<file path="config.mk">
export PLATFORM = sky130hd
export DESIGN_NAME = rvalu_div_step
export DESIGN_NICKNAME = d
export VERILOG_FILES = /design/src/hw/rtl/rvalu_div_step.sv
export SDC_FILE = /design/constraint.sdc
export NUM_CORES = 1
export LEC_CHECK = 0
export ABC_AREA = 1
export BUFFER_PORTS_ARGS = -buffer_cell sky130_fd_sc_hd__buf_2
export CAP_MARGIN = 20
export CELL_PAD_IN_SITES_DETAIL_PLACEMENT = 2
export CELL_PAD_IN_SITES_GLOBAL_PLACEMENT = 2
export CORE_MARGIN = 2
export CORE_UTILIZATION = 19
export DETAILED_ROUTE_END_ITERATION = 6
export PLACE_DENSITY_LB_ADDON = 0.1
export SLEW_MARGIN = 15
export SYNTH_ARGS = -nofsm -noshare
export SYNTH_HDL_FRONTEND = slang
export SYNTH_SLANG_ARGS = --single-unit
</file>
<file path="constraint.sdc">
create_clock -name vclk -period 2
set_input_delay 0.2 -clock vclk [all_inputs]
set_output_delay 0.2 -clock vclk [all_outputs]
set_load 0.02 [all_outputs]
</file>
<file path="src/hw/rtl/rvalu_div_step.sv">
// One restoring division step: shift in a dividend bit, trial subtract.
// Depends on nothing but its ports.
`default_nettype none
module rvalu_div_step (
  input  wire logic [31:0] rem_i,
  input  wire logic [31:0] quo_i,
  input  wire logic [31:0] dvs_i,
  output logic      [31:0] rem_o,
  output logic      [31:0] quo_o
);
  logic [32:0] trial;
  logic [32:0] diff;

  always_comb begin
    trial = {rem_i, quo_i[31]};
    diff  = trial - {1'b0, dvs_i};
    if (!diff[32]) begin
      rem_o = diff[31:0];
      quo_o = {quo_i[30:0], 1'b1};
    end else begin
      rem_o = trial[31:0];
      quo_o = {quo_i[30:0], 1'b0};
    end
  end
endmodule
`default_nettype wire

</file>
==> summary.txt <==
Drt
  • Vias: between 4000 and 5000
  • DR pass1 iterations: 4
  • Vias per cell: about 4.3
  • DRC viols: 0
  • Routed WL: ~18000 um
  • Iter 0 DRT Violations: slightly above 90
  • Routed Antenna Nets: 0
  • Avg WL per Cell: ~16 um

Floorplanning
  • Number of core rows: 48
  • Starting density of the core: between 10% and 20%
  • Core Area: roughly 0.017 mm2
  • Die width: 138 um
  • Die H: 138 um
  • Die area: ~0.019 mm2
  • IO Count: 160

Place
  • Post-DP HPWL: about 15000 um
  • Pre-CTS setup slack: -0.427 ns
  • Placed insts: between 1000 and 1500
  • Placed cell area: ~0.0051 mm2
  • IO buf count: between 90 and 100
  • GP Congestion: 0.834

Run status
  • Failing checks: negative setup slack
  • Outcome: complete, but fails checks

STA
  • Worst rel slew slack: about four fifths
  • Fmax achieved: approximately 430 MHz
  • Final setup violation count: 33
  • Worst Tran Pin Value: ~0.31 ns
  • Hold slack: between 0.4 and 0.5 ns
  • Fin crit period: approximately 2.3 ns
  • RSZ-0062 raised after global routing: true
  • Final Hold Fails: 0
  • Final period util: 116%
  • Final setup margin: -0.319 ns
  • Slew Limit Fails: 0

Worst setup path
  • Critical path type: in -> out
  • Crit-path max FO: 8
  • Crit end category: output pin
  • Startpoint types: input pin
  • WP data required: between 1.5 and 2 ns
  • CP arrival: 2.12 ns

Logic synthesis
  • Post-synth top area cell: nand2_1
  • Mapped Cells: approximately 710
  • Synth warnings: 0
  • Syn Nets: around 840
  • Count of cell types in the netlist: 24
  • Synth top area share: 37.0%
  • Top cells by area, synth: nand2_1, inv_1, ha_1, buf_4, nand3_1
  • Post-Syn Area per Cell: approximately 4.8 um2
  • Synthesized area: between 0.003 and 0.004 mm2
  • Sequential-to-total area share from yosys stat: 0%

Final layout
  • Nets: approximately 1000
  • Post-route design area: 0.00604 mm2
  • Commonest non-fill, non-tap cell in the layout: nand2_1
  • Layout cells sized above 1: a little over two fifths
  • Syn-to-layout area delta: 77.9%
  • Non-Filler Instances: between 1000 and 1500
  • Commonest non-fill, non-tap cells in the layout: nand2_1, inv_1, buf_4, nand2_2, buf_2
  • Clkbuf count: 0
  • Number of diodes: 0
  • Register Area: 0 um2
  • Num sequential: 0

Global route
  • Vias in the first global route: around 5400
  • Largest net degree at the start of global routing: 18
  • Initial antenna violation count: 0
  • First-pass GRT wire length: roughly 27000 um
  • Grt ovf: 0
  • GR Util All Layers: roughly 18%

Clock network
  • Hold_buf cts: 0

Power
  • Power Density: just under 400 mW/mm2
  • Peak supply drop: ~0.00015 V
  • Tot Pwr: around 2400 uW
  • Leakage Power: roughly 0.0036 uW

Min path
  • Hold crit path type: in -> out

Run
  • Max Cap Violations: 0
metal layers:
metal | routed length (um) | vias to the layer above | GRT usage, %
li1 | - | 2487 | -
met1 | 8020 | 2338 | 23.4
met2 | 9120 | 78 | 34.3
met3 | 382 | 12 | 0.258
met4 | 218 | 0 | 2.29
met5 | 0 | - | 0
power breakdown:
part | leakage [uW] | internal [uW] | switching (uW)
logic | 0.00364 | 1110 | 1290
registers | 0 | 0 | 0
clock network | 0 | 0 | 0
timing repair:
action | CTS | global route
resized for setup | 113 | 77
pin swaps | 13 | 9
setup buffers | 7 | 3
cloned | 2 | 2
endpoints found under the setup margin | 33 | 33
area by class of cell:
cell class,count,area (um2)
multi-input cells,518,3270
repair buffers,241,1890
well taps,225,282
inverters,159,604
fillers,2175,11300
path summary, 6_finish.rpt:
check / endpoint / cells after the start / slack [ns] / from
max: rem_o[6] / 19 / -0.32 / quo_i[31]
min: quo_o[23] / 0 / 0.40 / quo_i[22]
critical path: stages:
cell       delay [ns]
buf_8            0.09
inv_8            0.03
ha_4             0.15
fa_2             0.38
inv_2            0.08
nand2_2          0.05
nand2_2          0.06
nand3_2          0.06
nand2_2          0.08
nand2_2          0.07
nand2_4          0.08
nand2_4          0.08
nand2_4          0.09
nand2_4          0.07
nand2_8          0.11
clkbuf_16        0.19
nand2_2          0.06
nand2_2          0.06
buf_6            0.11
logic make-up (layout without fill, tap and decap cells):
family          after synthesis  in the layout  synth area share, %
buf+inv                     196            400                 26.1
simple gates                438            438                 52.2
fa+ha+maj                    33             33                 12.4
xor+xnor                     15             15                 3.87
compound gates               32             32                 5.45
through the flow:
step	utilization (%)	TNS [ns]
floorplan	-	-0.0539
global placement	29.6	-10.55
detailed placement	29.6	-13.14
CTS	33.0	-9.26
global route	34.8	-12.94
finish	34.8	-9.26
cells in the mapped netlist, drive strengths merged:
master and n:
nand4 8, xor2 14, inv 159, fa 1, and2 4, o21bai 7, buf 37, nor2 39
nand3b 2, xnor2 1, or2 2, and3 1, nand2 345, nand3 31, ha 32, nor3 6
a21oi 25
Note: power is estimated with default switching activity, not from simulation.
